### src/design/ofx_pkg.sv
// shared types, codes and sizes for the offset fixup table
package ofx_pkg;

  localparam int TABLE_DEPTH = 32;
  localparam int POS_W       = 40;

  localparam int CNT_W = $clog2(TABLE_DEPTH + 1);

  localparam int OP_W     = 2;
  localparam int LOC_W    = 40;
  localparam int VAL_W    = 32;
  localparam int LEN_W    = 40;
  localparam int DELTA_W  = 41;
  localparam int STATUS_W = 2;

  localparam logic [OP_W-1:0] OP_ADD   = 2'd0;
  localparam logic [OP_W-1:0] OP_SHIFT = 2'd1;
  localparam logic [OP_W-1:0] OP_DUMP  = 2'd2;

  localparam logic [STATUS_W-1:0] ST_OK    = 2'd0;
  localparam logic [STATUS_W-1:0] ST_FULL  = 2'd1;
  localparam logic [STATUS_W-1:0] ST_EMPTY = 2'd2;

  typedef struct packed {
    logic             kind;
    logic [POS_W-1:0] loc;
    logic [VAL_W-1:0] val;
    logic [POS_W-1:0] start_pos;
    logic [POS_W-1:0] end_pos;
  } ofx_rec_t;

  // broadcast from the controller to every cell
  typedef struct packed {
    logic             write;
    logic             shift;
    logic             rotate;
    logic [POS_W-1:0] pos;
    logic [POS_W-1:0] dpos;
    logic [VAL_W-1:0] dval;
    ofx_rec_t         rec;
  } ofx_cmd_t;

endpackage

### src/design/ofx_cell.sv
// one table cell: holds a record, applies shifts, passes its record on during dumps
module ofx_cell (
  input  logic              clk,
  input  ofx_pkg::ofx_cmd_t cmd,
  input  logic              wr_en,
  input  logic              wrap,
  input  ofx_pkg::ofx_rec_t nbr_rec,
  input  ofx_pkg::ofx_rec_t head_rec,
  output ofx_pkg::ofx_rec_t rec
);
  import ofx_pkg::*;

  ofx_rec_t rec_r;
  ofx_rec_t rec_nxt;
  logic     ge_start;
  logic     le_start;
  logic     le_end;
  logic     lt_loc;
  logic     hit;

  assign ge_start = cmd.pos >= rec_r.start_pos;
  assign le_start = cmd.pos <= rec_r.start_pos;
  assign le_end   = cmd.pos <= rec_r.end_pos;
  assign lt_loc   = cmd.pos < rec_r.loc;
  assign hit      = rec_r.kind ? (ge_start && le_end) : le_start;

  always_comb begin
    rec_nxt = rec_r;
    priority if (wr_en) begin
      rec_nxt = cmd.rec;
    end else if (cmd.rotate) begin
      // last live cell closes the ring back to the head
      rec_nxt = wrap ? head_rec : nbr_rec;
    end else if (cmd.shift) begin
      if (hit) rec_nxt.val = rec_r.val + cmd.dval;
      if (lt_loc) rec_nxt.loc = rec_r.loc + cmd.dpos;
      if (le_start) rec_nxt.start_pos = rec_r.start_pos + cmd.dpos;
      if (le_end) rec_nxt.end_pos = rec_r.end_pos + cmd.dpos;
    end else begin
      rec_nxt = rec_r;
    end
  end

  always_ff @(posedge clk) begin
    rec_r <= rec_nxt;
  end

  assign rec = rec_r;

endmodule

### config.mk
export PLATFORM = sky130hd
export DESIGN_NAME = ofx_cell
export DESIGN_NICKNAME = d
export VERILOG_FILES = /design/src/design/ofx_pkg.sv /design/src/design/ofx_cell.sv
export SDC_FILE = /design/constraint.sdc
export NUM_CORES = 1
export LEC_CHECK = 0
export ABC_AREA = 0
export BUFFER_PORTS_ARGS = -buffer_cell sky130_fd_sc_hd__buf_2
export CORE_AREA = 5 5 284 286
export DETAILED_ROUTE_END_ITERATION = 8
export DIE_AREA = 0 0 289 291
export PLACE_DENSITY_LB_ADDON = 0.12
export SLEW_MARGIN = 0
export SYNTH_ARGS = -nofsm -noshare
export SYNTH_HDL_FRONTEND = slang
export SYNTH_SLANG_ARGS = --single-unit
### constraint.sdc
create_clock -name clk -period 20.2 [get_ports clk]
set_clock_uncertainty 0.1 [all_clocks]
set_input_delay 6.06 -clock clk [delete_from_list [all_inputs] [get_ports clk]]
set_output_delay 6.06 -clock clk [all_outputs]
set_load 0.01 [all_outputs]
==> flow_metrics.tcl, run 1 <==
set metrics [dict create \
    ys_async_sr_fraction 0 \
    number_of_failing_hold_endpoints_at_the_final_stage 0 \
    post_synth.cell_area_avg_sq_um 8.259 \
    crit_required_ns 20.31 \
    clk_latency_ns 0.49 \
    antenna_found_initial 17 \
    drt-wirelength-per-cell_um 25.36 \
    worstHoldPathType "reg -> reg" \
    synth_cell_types 79 \
    postLayoutCoreUtil 0.3233 \
    drt_iter0_markers 1404 \
    unrepaired_setup_endpoints_after_global_routing "false" \
    ys_seq_elements 153 \
    chain_of_cells_forming_the_critical_path "buf_2 > ha_1 > fa_1 > a211oi_1 > o21ai_0 > a211oi_1 > o21ai_0 > a2111oi_0 > nor2_1 > a311oi_1 > xor2_1 > o221ai_1" \
    p_leak_nw 12.18 \
    main_combinational_cell_family_by_area_after_synthesis "compound AO/OA/AOI/OAI gates" \
    overflow 0 \
    die_width_um 289 \
    clock.fmax_mhz 100.3 \
    synth_adder_area_share 0.1708 \
    start_util 0.2565 \
    clk_path_buf_depth 2 \
    post_synthesis_instance_area_sq_um 20030 \
    postCtsSetupRepairBufs 0 \
    detailedPlacementHpwl_mm 87.90 \
    fin_tns_setup_ns 0 \
    boundary_pins 730 \
    slowest_delay_ns 0.57 \
    crit_path_start_kind "input port" \
    synth-warning-count 0 \
    status "complete, no violations" \
    yosys-mux-area-fraction 0.07984 \
    clkSlewWorstSetupHoldPaths_ns 0.08 \
    cts_root_buf "clkbuf_16" \
    final_antenna_net_count 0 \
    clkSinkCount 153 \
    pwr-share-comb 0.556 \
    ys_seq_area_frac 0.2294 \
    post_synth_and_or_nand_nor_area_fraction 0.1360 \
    r2r-start "rec[112]$_DFFE_PP_" \
    post-layout-total-power_mw 1.895 \
    critical_path.slowest_cell "a2111oi_0" \
    synth_edf_count 153 \
    critPathKind "in -> reg" \
    power.ir.vdd_worst_v 0.00005427 \
    num-fill-cells 8483 \
    cts_tree "yes" \
    firstDrtPassIters 7 \
    post_cts_resized 0 \
    cp-startpoint "cmd[185]" \
    cts-hold-fix-buffers 0 \
    route.final.wire_length_mm 105.0 \
    synth-compound-area-share 0.2731 \
    cp_endpoint_kind "flip-flop" \
    ys.flop_type "edfxtp_1" \
    timing.hold.worst.start "rec[80]$_DFFE_PP_" \
    final_max_slew_viol_count 0 \
    tritoncts.num_buffers 17 \
    share_of_the_clock_period_used_by_the_worst_path_after_layout 0.4937 \
    mappedNetlistNets 3273 \
    via_count 21702 \
    design_area_sq_um 25250 \
    power_switching_share 0.4613 \
    max_cap_viol_count 0 \
    powerDensity_nw_per_um2 75.06 \
    die-height_um 291 \
    cp.arrival_ns 10.08 \
    setup_viol 0 \
    detailed_place.area_sq_um 24640 \
    cp_max_fo 3 \
    clock_tree.htree_level_count 4 \
    via_count_of_the_first_global_routing_pass 22102 \
    post_synth_xor_area_fraction 0.04985 \
    grt_start_max_net_pins 86 \
    cellInternalPower_mw 1.021 \
    fp.coreArea_sq_um 78100 \
    first_pass_grt_wire_length_mm 148.8 \
    layout-drive-gt1-share 0.2787 \
    finalWorstPathRequiredPeriod_ns 9.973 \
    area_delta_synth_final_pct 26.05 \
    register_area_sq_um 4594 \
    multi_input_comb_area_sq_um 14240 \
    routed_via_density 5.243 \
    total_switching_power_uw 874.2 \
    final_nets 3914 \
    gp_congestion 0.9059 \
    grt_util_all_layers 0.2382 \
    std_cell_rows 103 \
    largest_register_ffs 153 \
    clock_power_share 0.185 \
    tightestPinTransition_ns 1.052 \
    netlist_instances 2425 \
    dieArea_sq_um 84100 \
    slew-limit-headroom 0.2923 \
    power_frac_seq 0.259 \
    portBuffers 728 \
    post-route-drc-count 0 \
]
[path summary, 6_finish.rpt]
path                             end  slack, ns  depth (start not counted)
hold reg to reg    rec[80]$_DFFE_PP_       0.67                          3
setup reg to reg  rec[144]$_DFFE_PP_      15.49                         11
setup / recovery  rec[144]$_DFFE_PP_      10.23                         12
hold / removal     rec[80]$_DFFE_PP_       0.67                          3
[layer usage]
metal | vias to the layer above | track usage | wire (um)
li1 | 10405 | - | -
met1 | 10489 | 0.3056 | 45360
met2 | 716 | 0.4205 | 52210
met3 | 88 | 0.03352 | 5259
met4 | 4 | 0.05785 | 2098
met5 | - | 0 | 30
[cells in the final DEF, fill, tap and decap left out, types with 16 or more instances in the layout]
master / count
edfxtp_1: 153
a21oi_1: 253
xor2_1: 39
clkbuf_16: 17
o21ai_0: 156
o221ai_1: 23
o21a_1: 35
a21o_1: 109
buf_2: 725
mux2_2: 38
buf_4: 22
nand4_1: 48
o211ai_1: 30
nand2_1: 170
o21bai_1: 21
a211oi_1: 63
nor2b_1: 16
nand2b_1: 22
nor2_1: 164
ha_1: 267
xnor2_1: 75
nand3_1: 43
nor3_1: 39
o22ai_1: 29
inv_1: 176
mux2i_1: 117
[kinds of logic (layout without fill, tap and decap cells)]
| kind of cell | after synthesis | in the layout |
|---|---|---|
| AO/OA/AOI/OAI | 847 | 847 |
| XOR/XNOR | 114 | 114 |
| adder cells (fa/ha/maj) | 271 | 271 |
| buffers and inverters | 306 | 960 |
| flip-flops | 153 | 153 |
| multiplexers | 155 | 155 |
| other | 0 | 10 |
| AND/OR/NAND/NOR | 579 | 579 |
[per-stage QoR]
step | hold slack (ns) | setup WS, ns | cells
floorplan | 0.6809 | 7.947 | 2425
global placement | 0.6392 | 9.568 | 4097
detailed placement | 0.6368 | 9.592 | 4097
CTS | 0.6562 | 10.13 | 4129
global route | 0.7377 | 9.892 | 4136
finish | 0.6727 | 10.23 | 4139
[cells in the mapped netlist (all sizes together), types with 48 or more instances]
cell | instances | area share
edfxtp | 153 | 0.23
nor2 | 165 | 0.031
o21ai | 158 | 0.039
clkbuf | 108 | 0.023
ha | 267 | 0.17
inv | 177 | 0.033
a21oi | 253 | 0.063
nand2 | 172 | 0.032
mux2i | 117 | 0.058
xnor2 | 75 | 0.033
nand4 | 48 | 0.015
a211oi | 64 | 0.024
a21o | 113 | 0.043
[power groups by stage]
stage	clock network (mW)	logic [mW]	registers, mW
5_1_grt	0.372	1.15	0.496
6_report	0.350	1.05	0.491
2_1_floorplan	0	0.641	0.487
4_1_cts	0.363	1.05	0.491
3_3_place_gp	0	1.04	0.499
3_5_place_dp	0	1.04	0.498
[critical path: cells and delay by family]
family                     cells  cell delay [ns]
buffers and inverters          1             0.12
and+or+nand+nor                1             0.20
adders and majority gates      2             0.70
xor gates and xnor gates       1             0.38
AOI/OAI and AO/OA              7             2.63
[cell type report]
cell class / count / share of cell area
Sequential cell: 153 / 0.1820
Antenna cell: 10 / 0.0009912
Timing Repair Buffer: 749 / 0.1513
Clock inverter: 14 / 0.005848
Inverter: 179 / 0.02681
Multi-Input combinational cell: 1966 / 0.5640
Clock buffer: 18 / 0.01700
Tap cell: 1050 / 0.05204
Note: power is estimated with default switching activity, not from simulation.
==> run 2, diff against run 1 <==
Clock period 20.2 ns to 8.9 ns, I/O delays scaled along.
==> flow_metrics.tcl, run 2 (synthesis results as in run 1) <==
set metrics [dict create \
    clock.fmax_mhz 155.9 \
    critical_path.slowest_cell "a2111oi_0" \
    status "complete, no violations" \
    clkSinkCount 153 \
    layout_cells_excl_fill 4139 \
    power.ir.vdd_worst_v 0.0001274 \
    firstDrtPassIters 5 \
    postCtsSetupRepairBufs 0 \
    finalWorstPathRequiredPeriod_ns 6.414 \
    via_count 21795 \
    route.final.wire_length_mm 105.7 \
    clk_path_buf_depth 2 \
    total_switching_power_mw 1.999 \
    cp.arrival_ns 6.52 \
    routed_via_density 5.266 \
    grt_start_max_net_pins 94 \
    clkSlewWorstSetupHoldPaths_ns 0.08 \
    worst-r2r-cell-count 11 \
    cp_max_fo 3 \
    largest_register_ffs 153 \
    slowest_delay_ns 0.59 \
    critPathKind "in -> reg" \
    setup_viol 0 \
    unrepaired_setup_endpoints_after_global_routing "false" \
    start_util 0.2565 \
    grt_util_all_layers 0.2392 \
    drt_iter0_markers 1518 \
    boundary_pins 730 \
    p_leak_nw 12.20 \
    tritoncts.num_buffers 17 \
    std_cell_rows 103 \
    drt-wirelength-per-cell_um 25.54 \
    cts-hold-fix-buffers 0 \
    clk_latency_ns 0.50 \
    share_of_the_clock_period_used_by_the_worst_path_after_layout 0.7206 \
    detailedPlacementHpwl_mm 87.64 \
    cp_endpoint_kind "flip-flop" \
    crit_required_ns 9.00 \
    crit_path_start_kind "input port" \
    layout-drive-gt1-share 0.2784 \
    layout.cells.most_common "buf_2" \
    slew-limit-headroom 0.2179 \
    die-height_um 291 \
    portBuffers 728 \
    max_cap_viol_count 0 \
    overflow 0 \
    gp_congestion 0.9236 \
    pwr-share-comb 0.551 \
    number_of_failing_hold_endpoints_at_the_final_stage 0 \
    worstHoldPathType "reg -> reg" \
    final_antenna_net_count 0 \
    cts_root_buf "clkbuf_16" \
    chain_of_cells_forming_the_critical_path "buf_2 > ha_1 > fa_1 > a211oi_1 > o21ai_0 > a211oi_1 > o21ai_0 > a2111oi_0 > nor2_1 > a311oi_1 > xor2_1 > o221ai_1" \
    post_cts_resized 0 \
    dieArea_sq_um 84100 \
    powerDensity_nw_per_um2 171.9 \
    power_frac_seq 0.258 \
    die_width_um 289 \
    final_max_slew_viol_count 0 \
    hold-path-cell-count 3 \
    area_delta_synth_final_pct 26.36 \
    fp.coreArea_sq_um 78100 \
    via_count_of_the_first_global_routing_pass 22115 \
    clock_power_share 0.190 \
    tightestPinTransition_ns 1.173 \
    final_cell_mix "buf_2 (725), ha_1 (267), a21oi_1 (253)" \
    post-layout-total-power_mw 4.350 \
    clock_tree.htree_level_count 4 \
    final_nets 3913 \
    antenna_found_initial 19 \
    first_pass_grt_wire_length_mm 148.7 \
    cts_tree "yes" \
    number_of_placed_instances_taps_included 4096 \
    cellInternalPower_mw 2.351 \
    power_switching_share 0.4594 \
    fin_tns_setup_ns 0 \
    post-route-drc-count 0 \
]
run 2: critical path: cells and delay by family:
| kind | cells | cell delay (ns) |
|---|---|---|
| compound gates | 7 | 2.54 |
| xor+xnor | 1 | 0.32 |
| fa+ha+maj | 2 | 0.69 |
| buf+inv | 1 | 0.12 |
| simple gates | 1 | 0.16 |
run 2: worst paths after layout:
check             slack, ns                  to               from
setup / recovery       2.49  rec[144]$_DFFE_PP_           cmd[185]
hold reg to reg        0.70   rec[80]$_DFFE_PP_  rec[80]$_DFFE_PP_
hold / removal         0.70   rec[80]$_DFFE_PP_  rec[80]$_DFFE_PP_
setup reg to reg       4.24   rec[68]$_DFFE_PP_  rec[77]$_DFFE_PP_
run 2: routing by layer:
metal | wire length (um) | track usage | vias to the layer above
li1 | - | - | 10395
met1 | 44120 | 0.2978 | 10475
met2 | 51940 | 0.4189 | 790
met3 | 6540 | 0.04432 | 123
met4 | 3049 | 0.07190 | 12
met5 | 80 | 0 | -
run 2: metrics by stage:
stage,util,setup slack [ns],cell area (sq um),hold WS (ns)
6_report,0.3241,2.486,25310,0.6983
5_1_grt,0.3239,2.170,25300,0.7032
3_3_place_gp,0.3160,1.865,24680,0.6378
3_5_place_dp,0.3160,1.870,24680,0.6500
4_1_cts,0.3237,2.405,25280,0.6693
2_1_floorplan,-,0.03699,20030,0.6809
run 2: layout make-up:
cell class,instances,area [sq um]
fill,8554,52790
clock buffer,18,429.2
antenna,11,27.53
sequential,153,4594
inverter,179,676.9
timing repair buffer,748,3850
multi-input combinational,1966,14250
clock inverter,14,170.2
tap,1050,1314
run 2: power by group through the flow:
stage | Clock (mW) | Combinational [mW] | Sequential [mW]
after detailed placement | 0 | 2.38 | 1.14
after global placement | 0 | 2.36 | 1.14
after CTS | 0.848 | 2.39 | 1.12
final | 0.828 | 2.40 | 1.12
after floorplan | 0 | 1.45 | 1.11
after global routing | 0.870 | 2.63 | 1.13
