**config.mk**
```make
export PLATFORM = sky130hd
export DESIGN_NAME = ofx_ctrl_flat
export DESIGN_NICKNAME = d
export VERILOG_FILES = /design/src/design/ofx_pkg.sv /design/src/design/ofx_if.sv /design/src/design/ofx_ctrl.sv /design/src/flat_wrapper.sv
export SDC_FILE = /design/constraint.sdc
export NUM_CORES = 1
export LEC_CHECK = 0
export BUFFER_PORTS_ARGS = -buffer_cell sky130_fd_sc_hd__buf_2
export CAP_MARGIN = 0
export CORE_AREA = 2 2 278 280
export CTS_CLUSTER_SIZE = 12
export DETAILED_ROUTE_END_ITERATION = 10
export DIE_AREA = 0 0 280 282
export PLACE_DENSITY = 0.33
export SYNTH_ARGS = -nofsm -noshare
export SYNTH_HDL_FRONTEND = slang
export SYNTH_SLANG_ARGS = --single-unit
export TNS_END_PERCENT = 10
```
**constraint.sdc**
```tcl
create_clock -name clk -period 23 [get_ports clk]
set_input_delay 4.6 -clock clk [delete_from_list [all_inputs] [get_ports clk]]
set_output_delay 4.6 -clock clk [all_outputs]
set_load 0.01 [all_outputs]
```
**src/design/ofx_pkg.sv**
```systemverilog
// shared types, codes and sizes for the offset fixup table
package ofx_pkg;

  localparam int TABLE_DEPTH = 32;
  localparam int POS_W       = 40;

  localparam int CNT_W = $clog2(TABLE_DEPTH + 1);

  localparam int OP_W     = 2;
  localparam int LOC_W    = 40;
  localparam int VAL_W    = 32;
  localparam int LEN_W    = 40;
  localparam int DELTA_W  = 41;
  localparam int STATUS_W = 2;

  localparam logic [OP_W-1:0] OP_ADD   = 2'd0;
  localparam logic [OP_W-1:0] OP_SHIFT = 2'd1;
  localparam logic [OP_W-1:0] OP_DUMP  = 2'd2;

  localparam logic [STATUS_W-1:0] ST_OK    = 2'd0;
  localparam logic [STATUS_W-1:0] ST_FULL  = 2'd1;
  localparam logic [STATUS_W-1:0] ST_EMPTY = 2'd2;

  typedef struct packed {
    logic             kind;
    logic [POS_W-1:0] loc;
    logic [VAL_W-1:0] val;
    logic [POS_W-1:0] start_pos;
    logic [POS_W-1:0] end_pos;
  } ofx_rec_t;

  // broadcast from the controller to every cell
  typedef struct packed {
    logic             write;
    logic             shift;
    logic             rotate;
    logic [POS_W-1:0] pos;
    logic [POS_W-1:0] dpos;
    logic [VAL_W-1:0] dval;
    ofx_rec_t         rec;
  } ofx_cmd_t;

endpackage

```
**src/design/ofx_if.sv**
```systemverilog
// request and result channel interfaces
interface ofx_in_if;
  import ofx_pkg::*;
  logic                      valid;
  logic                      ready;
  logic [OP_W-1:0]           op;
  logic                      kind;
  logic [LOC_W-1:0]          location;
  logic [VAL_W-1:0]          value;
  logic [LOC_W-1:0]          start_req;
  logic [LEN_W-1:0]          length;
  logic signed [DELTA_W-1:0] delta;

  modport source (output valid, op, kind, location, value, start_req, length, delta,
                  input ready);
  modport sink (input valid, op, kind, location, value, start_req, length, delta,
                output ready);
endinterface

interface ofx_out_if;
  import ofx_pkg::*;
  logic                valid;
  logic                ready;
  logic [STATUS_W-1:0] status;
  logic [LOC_W-1:0]    patch_location;
  logic [VAL_W-1:0]    patch_value;
  logic                last;

  modport source (output valid, status, patch_location, patch_value, last, input ready);
  modport sink (input valid, status, patch_location, patch_value, last, output ready);
endinterface

```
**src/design/ofx_ctrl.sv**
```systemverilog
// request decode, record count, dump sequencing and result register
module ofx_ctrl (
  input  logic                     clk,
  input  logic                     rst_n,
  ofx_in_if.sink                   in_ch,
  ofx_out_if.source                out_ch,
  input  ofx_pkg::ofx_rec_t        head_rec,
  output ofx_pkg::ofx_cmd_t        cmd,
  output logic [ofx_pkg::CNT_W-1:0] count
);
  import ofx_pkg::*;

  typedef enum logic [2:0] {
    S_IDLE = 3'b001,
    S_RESP = 3'b010,
    S_DUMP = 3'b100
  } ofx_state_t;

  ofx_state_t          state_r,  state_nxt;
  logic [CNT_W-1:0]    count_r,  count_nxt;
  logic [CNT_W-1:0]    idx_r,    idx_nxt;
  logic                valid_r,  valid_nxt;
  logic [STATUS_W-1:0] status_r, status_nxt;
  logic [LOC_W-1:0]    loc_r,    loc_nxt;
  logic [VAL_W-1:0]    val_r,    val_nxt;
  logic                last_r,   last_nxt;
  logic                acc;
  logic [POS_W-1:0]    start_p;
  logic [POS_W-1:0]    len_p;

  assign in_ch.ready = (state_r == S_IDLE);
  assign acc         = in_ch.valid && in_ch.ready;
  assign start_p     = POS_W'(in_ch.start_req);
  assign len_p       = POS_W'(in_ch.length);

  always_comb begin
    state_nxt  = state_r;
    count_nxt  = count_r;
    idx_nxt    = idx_r;
    valid_nxt  = valid_r;
    status_nxt = status_r;
    loc_nxt    = loc_r;
    val_nxt    = val_r;
    last_nxt   = last_r;

    cmd               = '0;
    cmd.pos           = POS_W'(in_ch.location);
    cmd.dpos          = POS_W'(in_ch.delta);
    cmd.dval          = in_ch.delta[VAL_W-1:0];
    cmd.rec.kind      = in_ch.kind;
    cmd.rec.loc       = POS_W'(in_ch.location);
    cmd.rec.val       = in_ch.value;
    cmd.rec.start_pos = start_p;
    cmd.rec.end_pos   = in_ch.kind ? (start_p + len_p - POS_W'(1)) : '0;

    unique case (state_r)
      S_IDLE: begin
        if (acc) begin
          valid_nxt  = 1'b1;
          status_nxt = ST_OK;
          loc_nxt    = '0;
          val_nxt    = '0;
          last_nxt   = 1'b1;
          state_nxt  = S_RESP;
          unique case (in_ch.op)
            OP_ADD: begin
              if (count_r == CNT_W'(TABLE_DEPTH)) begin
                status_nxt = ST_FULL;
              end else begin
                cmd.write = 1'b1;
                count_nxt = count_r + CNT_W'(1);
              end
            end
            OP_SHIFT: begin
              cmd.shift = 1'b1;
            end
            OP_DUMP: begin
              if (count_r == '0) begin
                status_nxt = ST_EMPTY;
              end else begin
                loc_nxt    = LOC_W'(head_rec.loc);
                val_nxt    = head_rec.val;
                last_nxt   = (count_r == CNT_W'(1));
                cmd.rotate = 1'b1;
                idx_nxt    = CNT_W'(1);
                state_nxt  = S_DUMP;
              end
            end
            default: ;
          endcase
        end
      end
      S_RESP: begin
        if (out_ch.ready) begin
          valid_nxt = 1'b0;
          state_nxt = S_IDLE;
        end
      end
      S_DUMP: begin
        if (out_ch.ready) begin
          if (idx_r == count_r) begin
            valid_nxt = 1'b0;
            state_nxt = S_IDLE;
          end else begin
            // head cell always holds the next record in insertion order
            loc_nxt    = LOC_W'(head_rec.loc);
            val_nxt    = head_rec.val;
            last_nxt   = (idx_r + CNT_W'(1) == count_r);
            cmd.rotate = 1'b1;
            idx_nxt    = idx_r + CNT_W'(1);
          end
        end
      end
      default: begin
        state_nxt = S_IDLE;
        valid_nxt = 1'b0;
      end
    endcase
  end

  always_ff @(posedge clk) begin
    if (!rst_n) begin
      state_r <= S_IDLE;
      count_r <= '0;
      idx_r   <= '0;
      valid_r <= 1'b0;
    end else begin
      state_r <= state_nxt;
      count_r <= count_nxt;
      idx_r   <= idx_nxt;
      valid_r <= valid_nxt;
    end
  end

  always_ff @(posedge clk) begin
    status_r <= status_nxt;
    loc_r    <= loc_nxt;
    val_r    <= val_nxt;
    last_r   <= last_nxt;
  end

  assign out_ch.valid          = valid_r;
  assign out_ch.status         = status_r;
  assign out_ch.patch_location = loc_r;
  assign out_ch.patch_value    = val_r;
  assign out_ch.last           = last_r;
  assign count                 = count_r;

endmodule

```
**src/flat_wrapper.sv**
```systemverilog
// flat-port wrapper written by rule: the top's interface ports become plain ports
module ofx_ctrl_flat import ofx_pkg::*;
  (clk, rst_n, head_rec, cmd, count, in_ch_valid, in_ch_op, in_ch_kind, in_ch_location, in_ch_value, in_ch_start_req, in_ch_length, in_ch_delta, in_ch_ready, out_ch_valid, out_ch_status, out_ch_patch_location, out_ch_patch_value, out_ch_last, out_ch_ready);
  ofx_in_if in_ch_i ();
  ofx_out_if out_ch_i ();
  input  logic clk;
  input  logic rst_n;
  input  ofx_pkg::ofx_rec_t head_rec;
  output ofx_pkg::ofx_cmd_t cmd;
  output logic [ofx_pkg::CNT_W-1:0] count;
  input wire logic [$bits(in_ch_i.valid)-1:0] in_ch_valid;
  input wire logic [$bits(in_ch_i.op)-1:0] in_ch_op;
  input wire logic [$bits(in_ch_i.kind)-1:0] in_ch_kind;
  input wire logic [$bits(in_ch_i.location)-1:0] in_ch_location;
  input wire logic [$bits(in_ch_i.value)-1:0] in_ch_value;
  input wire logic [$bits(in_ch_i.start_req)-1:0] in_ch_start_req;
  input wire logic [$bits(in_ch_i.length)-1:0] in_ch_length;
  input wire logic [$bits(in_ch_i.delta)-1:0] in_ch_delta;
  output wire logic [$bits(in_ch_i.ready)-1:0] in_ch_ready;
  output wire logic [$bits(out_ch_i.valid)-1:0] out_ch_valid;
  output wire logic [$bits(out_ch_i.status)-1:0] out_ch_status;
  output wire logic [$bits(out_ch_i.patch_location)-1:0] out_ch_patch_location;
  output wire logic [$bits(out_ch_i.patch_value)-1:0] out_ch_patch_value;
  output wire logic [$bits(out_ch_i.last)-1:0] out_ch_last;
  input wire logic [$bits(out_ch_i.ready)-1:0] out_ch_ready;
  assign in_ch_i.valid = in_ch_valid;
  assign in_ch_i.op = in_ch_op;
  assign in_ch_i.kind = in_ch_kind;
  assign in_ch_i.location = in_ch_location;
  assign in_ch_i.value = in_ch_value;
  assign in_ch_i.start_req = in_ch_start_req;
  assign in_ch_i.length = in_ch_length;
  assign in_ch_i.delta = in_ch_delta;
  assign in_ch_ready = in_ch_i.ready;
  assign out_ch_valid = out_ch_i.valid;
  assign out_ch_status = out_ch_i.status;
  assign out_ch_patch_location = out_ch_i.patch_location;
  assign out_ch_patch_value = out_ch_i.patch_value;
  assign out_ch_last = out_ch_i.last;
  assign out_ch_i.ready = out_ch_ready;
  ofx_ctrl u_core (.clk(clk), .rst_n(rst_n), .in_ch(in_ch_i), .out_ch(out_ch_i), .head_rec(head_rec), .cmd(cmd), .count(count));
endmodule
```
==> impl_results.md, run 1 <==
- Outcome: finished clean
- Min-Delay Path Class: register to register
- Number of warning messages in the yosys log: 0
- Maximum clock path buffer count: 2
- Layout net count: 1614
- Number of standard cells after synthesis: 1099
- Starting density of the core: 12.1%
- Worst path arrival time: 8020 ps
- Setup-failing EPs final: 0
- Overflow left after global routing: 0
- Yosys reg bits: 91
- Summed area of non-filler cells in the final layout: 10500 um2
- Switching share of power: 36.5%
- Slowest cell on the critical path: sky130_fd_sc_hd__a31oi_1
- Pin count of the biggest net entering global routing: 74
- Number of antenna-violating nets in the routed design: 0
- Post-CTS sizing: 0
- Cell row count: 101
- Register-to-register setup slack: 20340 ps
- Antenna violations before repair: 9
- Die Ht: 282 um
- Min Clock Period, post-route: 12620 ps
- Width of the chip: 280 um
- Distinct cells, synth: 67
- DRC Markers: 0
- Number of top-level design ports: 704
- Number of global-route vias before repair: 7562
- Via count of the routed design: 7507
- Proportion of power drawn by the clock network: 26.8%
- Hold_buf cts: 0
- Fraction of the cycle the final worst path needs: 54.9%
- Unrepaired setup endpoints after global routing: no
- DP HPWL: 30500 um
- Total power divided by cell area: 54.8 nW/um2
- Overall power of the completed layout: 0.576 mW
- Wire length of the first global-routing pass: 49800 um
- Part of the total power dissipated in combinational logic: 39.2%
- Fraction of final layout cells with drive strength greater than 1: 30.5%
- Core area: 75700 um2
- Total of buffers placed on input and output ports: 325
- Accumulated negative setup slack: 0 ps
- Total routing resource utilization after global routing: 8.58%
- Nets in the synthesized netlist: 1534
- Portion of the post-synthesis area used by sequential elements: 28.2%
- Cell at the root of the clock tree: sky130_fd_sc_hd__clkbuf_16
- Number of enable flip-flop cells after synthesis: 75
- Die area: 79000 um2
- Kind of capture point of the worst setup path: primary output
- Clock skew after layout: 7.94 ps
- Number of hold violations in the final report: 0
- IR Drop Worst-Case VDD: 0.0270 mV
- Share of total power in sequential cells: 34.0%
- Worst Path Class, Setup: primary input to primary output
- Synth-to-layout area growth: 15.0%
- TritonCTS clock tree: built
- Clock buffer count from CTS: 9
- Number of maximum-capacitance constraint violations: 0
- Number of design-rule violations left by the first detailed-router iteration: 259
- Routed vias/inst: 3.46
- Critical path cell sequence: buf_2 -> inv_1 -> ha_1 -> inv_1 -> ha_1 -> fa_1 -> a21o_1 -> a311oi_2 -> o21ai_2 -> o31a_1 -> o31a_1 -> a31oi_1 -> mux2i_1 -> buf_2
- Clock latency on the worst-skew pair: 360 ps
- Number of buffers inserted to repair setup after CTS: 0
- Critical path data required time: 18400 ps
- Peak Freq: 79.2 MHz
- Final wirelength: 35600 um
- Cell area after synthesis: 9130 um2
- Maximum fanout encountered on the critical timing path: 6
- Internal Dissipation: 0.366 mW
- Avg Inst Size Synth: 8.31 um2
- H-tree Lvls: 3
- Sw power: 0.210 mW
- Leakage power of the design: 4.84 nW
- Per-cell routed wire length: 16.4 um
- Max_slew headroom: 32.4%
- Total placed instance area: 10200 um2
- First-pass iteration count of the detailed router: 4
- Pins Over Slew Limit: 0
- Num Clock Sinks: 91
- Slowest stage delay, CP: 500 ps
- Post-synth ARST share: 0%
- Dominant synthesized flop cell: sky130_fd_sc_hd__edfxtp_1
- Routability-driven placement congestion ratio: 0.745
- Worst Tran Pin Value: 1010 ps
- Clock-pin slew reported for the worst setup and hold paths after clock tree synthesis: 60 ps
- Sort of element at the start of the critical path: primary input
## logic make-up after synthesis
logic type / after synthesis / synth area share, %
flops: 91 / 28.2
buf+inv: 428 / 27.0
compound gates: 164 / 12.0
mux: 9 / 0.987
xor+xnor: 39 / 3.74
fa+ha+maj: 82 / 11.3
simple gates: 286 / 16.7
## placed cells by master (no fill, tap or decap), types with 4 or more instances in the layout
cell                          n
sky130_fd_sc_hd__xnor2_1     21
sky130_fd_sc_hd__o21ai_1      6
sky130_fd_sc_hd__diode_2      6
sky130_fd_sc_hd__and3_1       4
sky130_fd_sc_hd__o21bai_1     5
sky130_fd_sc_hd__clkbuf_16    9
sky130_fd_sc_hd__buf_2      325
sky130_fd_sc_hd__o211ai_1     6
sky130_fd_sc_hd__o31ai_1      4
sky130_fd_sc_hd__xor2_1      18
sky130_fd_sc_hd__nor3_1      13
sky130_fd_sc_hd__nand2_1     47
sky130_fd_sc_hd__nor4_1       4
sky130_fd_sc_hd__a21oi_1     43
sky130_fd_sc_hd__nor2b_1     79
sky130_fd_sc_hd__o31a_1       4
sky130_fd_sc_hd__mux2i_1      9
sky130_fd_sc_hd__edfxtp_1    75
sky130_fd_sc_hd__nand2b_1     9
sky130_fd_sc_hd__nor3b_1      7
sky130_fd_sc_hd__and2_1       6
sky130_fd_sc_hd__inv_1      168
sky130_fd_sc_hd__dfxtp_1     16
sky130_fd_sc_hd__or3_1        5
sky130_fd_sc_hd__a31oi_1     11
sky130_fd_sc_hd__nor2_1      67
sky130_fd_sc_hd__o21ai_0     22
sky130_fd_sc_hd__ha_1        81
sky130_fd_sc_hd__a21o_1      23
sky130_fd_sc_hd__nand3_1     11
sky130_fd_sc_hd__nand4_1     20
## Yosys cell counts (all sizes together) (5+ instances only)
cell / instances / area [um2]
ha: 81 / 1010
a21oi: 43 / 215
o21bai: 5 / 37.5
nor3b: 10 / 96.3
a31oi: 13 / 93.8
clkbuf: 22 / 82.6
o211ai: 6 / 45.0
mux2i: 9 / 90.1
nor2b: 79 / 494
dfxtp: 16 / 320
inv: 169 / 634
nor3: 14 / 81.3
nand3: 11 / 55.1
buf: 236 / 1740
or3: 5 / 31.3
o21ai: 31 / 163
a21boi: 5 / 37.5
xnor2: 21 / 184
nand2: 49 / 189
and2: 6 / 37.5
nand2b: 9 / 56.3
nor2: 68 / 255
xor2: 18 / 158
nand4: 20 / 125
a21o: 23 / 173
edfxtp: 75 / 2250
## metal layers
layer	vias up	part of all wire (%)	global-route usage, %
met4	6	3.2	3.66
met3	98	11	3.62
met5	-	0.51	1.53
li1	3568	-	-
met1	3422	37	8.68
met2	413	49	15.3
## through the flow
step | cells | util [%] | hold WS [ps] | worst slack, ps
after CTS | 2162 | 13.9 | 522 | 10320
after global routing | 2165 | 13.9 | 545 | 10250
after detailed placement | 2146 | 13.5 | 506 | 10330
after floorplan | 1099 | - | 505 | 11180
after global placement | 2146 | 13.5 | 498 | 10340
final | 2168 | 13.9 | 513 | 10380
## power by group through the flow
stage	registers (mW)	clock network (mW)	logic, mW
3_3_place_gp	0.199	0	0.232
6_report	0.196	0.154	0.226
2_1_floorplan	0.208	0	0.167
5_1_grt	0.197	0.168	0.252
4_1_cts	0.196	0.162	0.232
3_5_place_dp	0.200	0	0.230
## critical path, delay by kind of cell
kind / cells / cell delay (ps)
AOI/OAI and AO/OA: 6 / 1930
adders and majority gates: 3 / 870
buffers and inverters: 4 / 350
muxes: 1 / 270
## path summary, 6_finish.rpt
path	start	to	depth (start not counted)
setup / recovery	in_ch_start_req[1]	cmd[33]	14
hold reg to reg	u_core.out_ch.valid	u_core.out_ch.valid	2
setup reg to reg	u_core.state_r[2]	u_core.out_ch.patch_value[13]	4
hold / removal	u_core.out_ch.valid	u_core.out_ch.valid	2
## sequential cells by signal, indices dropped and copies added, names as in the netlist
signal / cells
u_core.out_ch.patch_value: 32
u_core.count: 6
u_core.idx_r: 6
u_core.out_ch.patch_location: 40
u_core.out_ch.last: 1
u_core.out_ch.valid: 1
u_core.out_ch.status: 2
u_core.state_r: 3
## final cells by class
| cell class | count | area [um2] |
|---|---|---|
| Inverter | 170 | 639 |
| Tap cell | 978 | 1220 |
| Clock inverter | 4 | 52.6 |
| Clock buffer | 12 | 246 |
| Timing Repair Buffer | 327 | 1640 |
| Sequential cell | 91 | 2570 |
| Multi-Input combinational cell | 580 | 4110 |
| Fill cell | 8789 | 65200 |
| Antenna cell | 6 | 15.0 |
No activity file was read; power rests on OpenSTA's default activity.
==> inputs of run 2 (changes only) <==
- ABC_AREA: unset -> 1
- CORE_AREA: 2 2 278 280 -> 2 2 275 277
- DIE_AREA: 0 0 280 282 -> 0 0 277 279
- PLACE_DENSITY: 0.33 -> 0.36
- clock period: 23 -> 10.3 ns (I/O delays scaled with it)
==> run 2 against run 1 <==
  * Critical path depth up 2
  * Routed wire length up 19%
  * Design area up 5.8%
  * Via count up 16%
  * Clock-buffer cell count down 3
  * Utilization up 1.1 points
  * Die area down 2.1%
  * Largest cell class unchanged
  * Clock skew up 0.90 ps
  * Total power rose to 2.5 times the previous value
  * Largest power group unchanged
  * Sequential share of layout area down 1.3 points
==> impl_results.md, run 2 <==
- Nets in the synthesized netlist: 1862 (+21%)
- Clock buffer count from CTS: 9 (unchanged)
- Number of enable flip-flop cells after synthesis: 75 (unchanged)
- Layout net count: 1964 (+22%)
- Leakage power of the design: 6.10 nW (+26%)
- Cell row count: 100 (-0.99%)
- Clock skew after layout: 8.84 ps (+0.904 ps)
- Yosys reg bits: 91 (unchanged)
- Flip-flop count of the largest register after layout: 40 (unchanged)
- Cell area after synthesis: 9670 um2 (+5.9%)
- Core area: 74100 um2 (-2.1%)
- Leading post-synthesis cells by instance count: 350 x sky130_fd_sc_hd__inv_1, 256 x sky130_fd_sc_hd__nand2_1, 225 x sky130_fd_sc_hd__buf_4
- Die area: 77300 um2 (-2.1%)
- Slowest cell on the critical path: sky130_fd_sc_hd__fa_1
- Leading cell types in the layout, fill and taps excluded: 350 x sky130_fd_sc_hd__inv_1, 325 x sky130_fd_sc_hd__buf_2, 256 x sky130_fd_sc_hd__nand2_1, 187 x sky130_fd_sc_hd__nor2_1, 81 x sky130_fd_sc_hd__ha_1
- Pin count of the biggest net entering global routing: 74 (unchanged)
- Cell at the root of the clock tree: sky130_fd_sc_hd__clkbuf_16
- Total placed instance area: 10800 um2 (+5.9%)
- Avg Inst Size Synth: 6.78 um2 (-18%)
- Worst reg-to-reg path cell count: 10 (+6)
- Area of all sequential standard cells: 2570 um2 (unchanged)
- Post-CTS sizing: 0 (unchanged)
- Number of standard cells after synthesis: 1427 (+30%)
- Width of the chip: 277 um (-1.1%)
- Min Clock Period, post-route: 6750 ps
- Hold Path Stages: 2 (unchanged)
- Die Ht: 279 um (-1.1%)
- Number of design-rule violations left by the first detailed-router iteration: 350 (+35%)
- Starting density of the core: 13.1% (+1.0 points)
- Synth-to-layout area growth: 14.8%
- Fraction of the cycle the final worst path needs: 65.5%
- Number of buffer and inverter instances along the worst setup path: 4 (unchanged)
- Wire length of the first global-routing pass: 59600 um (+20%)
- Area of the multi-input gates: 4020 um2 (-2.1%)
- Fillcell total: 8702 (-0.99%)
- DRC Markers: 0 (unchanged)
- Overflow left after global routing: 0 (unchanged)
- Post-synth ARST share: 0% (unchanged)
- Antenna violations before repair: 12 (+3)
- Unrepaired setup endpoints after global routing: no
- Crit-path leading delay family: simple AND/OR/NAND/NOR gates
- Number of antenna-violating nets in the routed design: 0 (unchanged)
- Total stage count of the critical path: 16 (+2)
- Area share of the largest cell type after synthesis: 23.3% (-1.4 points)
- Clock-pin slew reported for the worst setup and hold paths after clock tree synthesis: 70 ps (about the same)
- Most used cell, CP: sky130_fd_sc_hd__nand2_1
- Yosys top cell by area: sky130_fd_sc_hd__edfxtp_1
- Synth top area cells: sky130_fd_sc_hd__edfxtp_1 23%, sky130_fd_sc_hd__buf_4 17%, sky130_fd_sc_hd__inv_1 14%, sky130_fd_sc_hd__ha_1 10%, sky130_fd_sc_hd__nand2_1 9.9%
- Max_slew headroom: 34.9% (+2.5 points)
- Maximum clock path buffer count: 2 (unchanged)
- Distinct cells, synth: 36 (-46%)
- Number of top-level design ports: 704 (unchanged)
- Total routing resource utilization after global routing: 10.6% (+2.0 points)
- Kind of capture point of the worst setup path: primary output
- Maximum fanout encountered on the critical timing path: 5 (-1)
- Total power divided by cell area: 131 nW/um2 (+140%)
- Worst Tran Pin Value: 976 ps (-38.0 ps)
- Sort of element at the start of the critical path: primary input
- Number of buffers inserted to repair setup after CTS: 0 (unchanged)
- Summed area of non-filler cells in the final layout: 11100 um2 (+5.8%)
- Number of global-route vias before repair: 8883 (+17%)
- Via count of the routed design: 8731 (+16%)
- Critical path data required time: 8240 ps (-10160 ps)
- Dominant synthesized flop cell: sky130_fd_sc_hd__edfxtp_1
- H-tree Lvls: 3 (unchanged)
- Total of buffers placed on input and output ports: 325 (unchanged)
- First-pass iteration count of the detailed router: 5 (+1)
- Final wirelength: 42200 um (+19%)
- Critical path cell sequence: buf_2 -> inv_1 -> ha_1 -> inv_1 -> ha_1 -> fa_1 -> nand3_1 -> nand3_1 -> nand2_1 -> nand3_2 -> nand2_1 -> nand2_1 -> nand2_1 -> a21oi_1 -> nor2_1 -> buf_2
- Pins Over Slew Limit: 0 (unchanged)
- Num Clock Sinks: 91 (unchanged)
- Hold_buf cts: 0 (unchanged)
- Number of hold violations in the final report: 0 (unchanged)
- Most frequent cell after synthesis: sky130_fd_sc_hd__inv_1
- Fraction of final layout cells with drive strength greater than 1: 24.8% (-5.7 points)
- Worst Path Class, Setup: primary input to primary output
- Per-cell routed wire length: 16.9 um (+2.6%)
- IR Drop Worst-Case VDD: 0.0825 mV (+210%)
- Outcome: finished clean
- TritonCTS clock tree: built
- Worst path arrival time: 4690 ps (-3330 ps)
- Accumulated negative setup slack: 0 ps (unchanged)
- Peak Freq: 148 MHz
- Routed vias/inst: 3.48 (+0.62%)
- Clock latency on the worst-skew pair: 360 ps (about the same)
- Commonest non-fill, non-tap cell in the layout: sky130_fd_sc_hd__inv_1
- Portion of the post-synthesis area used by sequential elements: 26.6% (-1.6 points)
- Number of warning messages in the yosys log: 0 (unchanged)
- DP HPWL: 37800 um (+24%)
- Slowest stage delay, CP: 470 ps (-30 ps)
- Routability-driven placement congestion ratio: 0.820 (+10%)
- Setup-failing EPs final: 0 (unchanged)
- Number of maximum-capacitance constraint violations: 0 (unchanged)
- Min-Delay Path Class: register to register
-- run 2: layout make-up --
type / count / share of cell area [%]
Tap cell: 969 / 10.9
Clock buffer: 9 / 2.03
Clock inverter: 7 / 0.800
Antenna cell: 3 / 0.0676
Timing Repair Buffer: 327 / 14.8
Multi-Input combinational cell: 745 / 36.2
Inverter: 355 / 12.0
Sequential cell: 91 / 23.2
-- run 2: final timing paths --
path | startpoint | to | slack (ps)
max | in_ch_start_req[1] | cmd[33] | 3550
min | u_core.out_ch.valid | u_core.out_ch.valid | 470
max reg2reg | u_core.count[1] | u_core.out_ch.patch_value[0] | 7890
min reg2reg | u_core.out_ch.valid | u_core.out_ch.valid | 470
-- run 2: cells by family (layout without fill, tap and decap cells) --
family	after synthesis	in the layout	share of synthesized area, %
compound gates	119	119	6.49
buf+inv	591	698	31.9
fa+ha+maj	82	82	10.7
simple gates	528	528	22.9
other cells	0	3	0
xor+xnor	16	16	1.45
flops	91	91	26.6
-- run 2: stage by stage --
stage	power [mW]	hold slack [ps]	cells	worst slack, ps	util [%]
detailed placement	1.13	463	2487	3530	14.6
global placement	1.13	456	2487	3510	14.6
global route	1.56	496	2504	3340	15.0
CTS	1.49	476	2503	3520	15.0
finish	1.46	469	2506	3550	15.0
floorplan	0.945	477	1427	4350	-
-- run 2: worst min-delay path, delay by kind of cell (launching register included) --
kind	cells	cell delay [ps]
compound gates	1	50
flops	1	320
simple gates	1	60
-- run 2: metal layers --
metal | track usage, % | wire [um] | vias up
li1 | - | - | 4275
met1 | 9.59 | 13900 | 3807
met2 | 18.7 | 20100 | 518
met3 | 6.43 | 6220 | 119
met4 | 4.45 | 1710 | 12
met5 | 2.19 | 265 | -
-- run 2: power breakdown --
group	leakage, nW	switching, mW	internal [mW]	total (mW)
logic	5.07	0.410	0.201	0.611
registers	0.883	0.0160	0.483	0.499
clock network	0.143	0.154	0.192	0.347
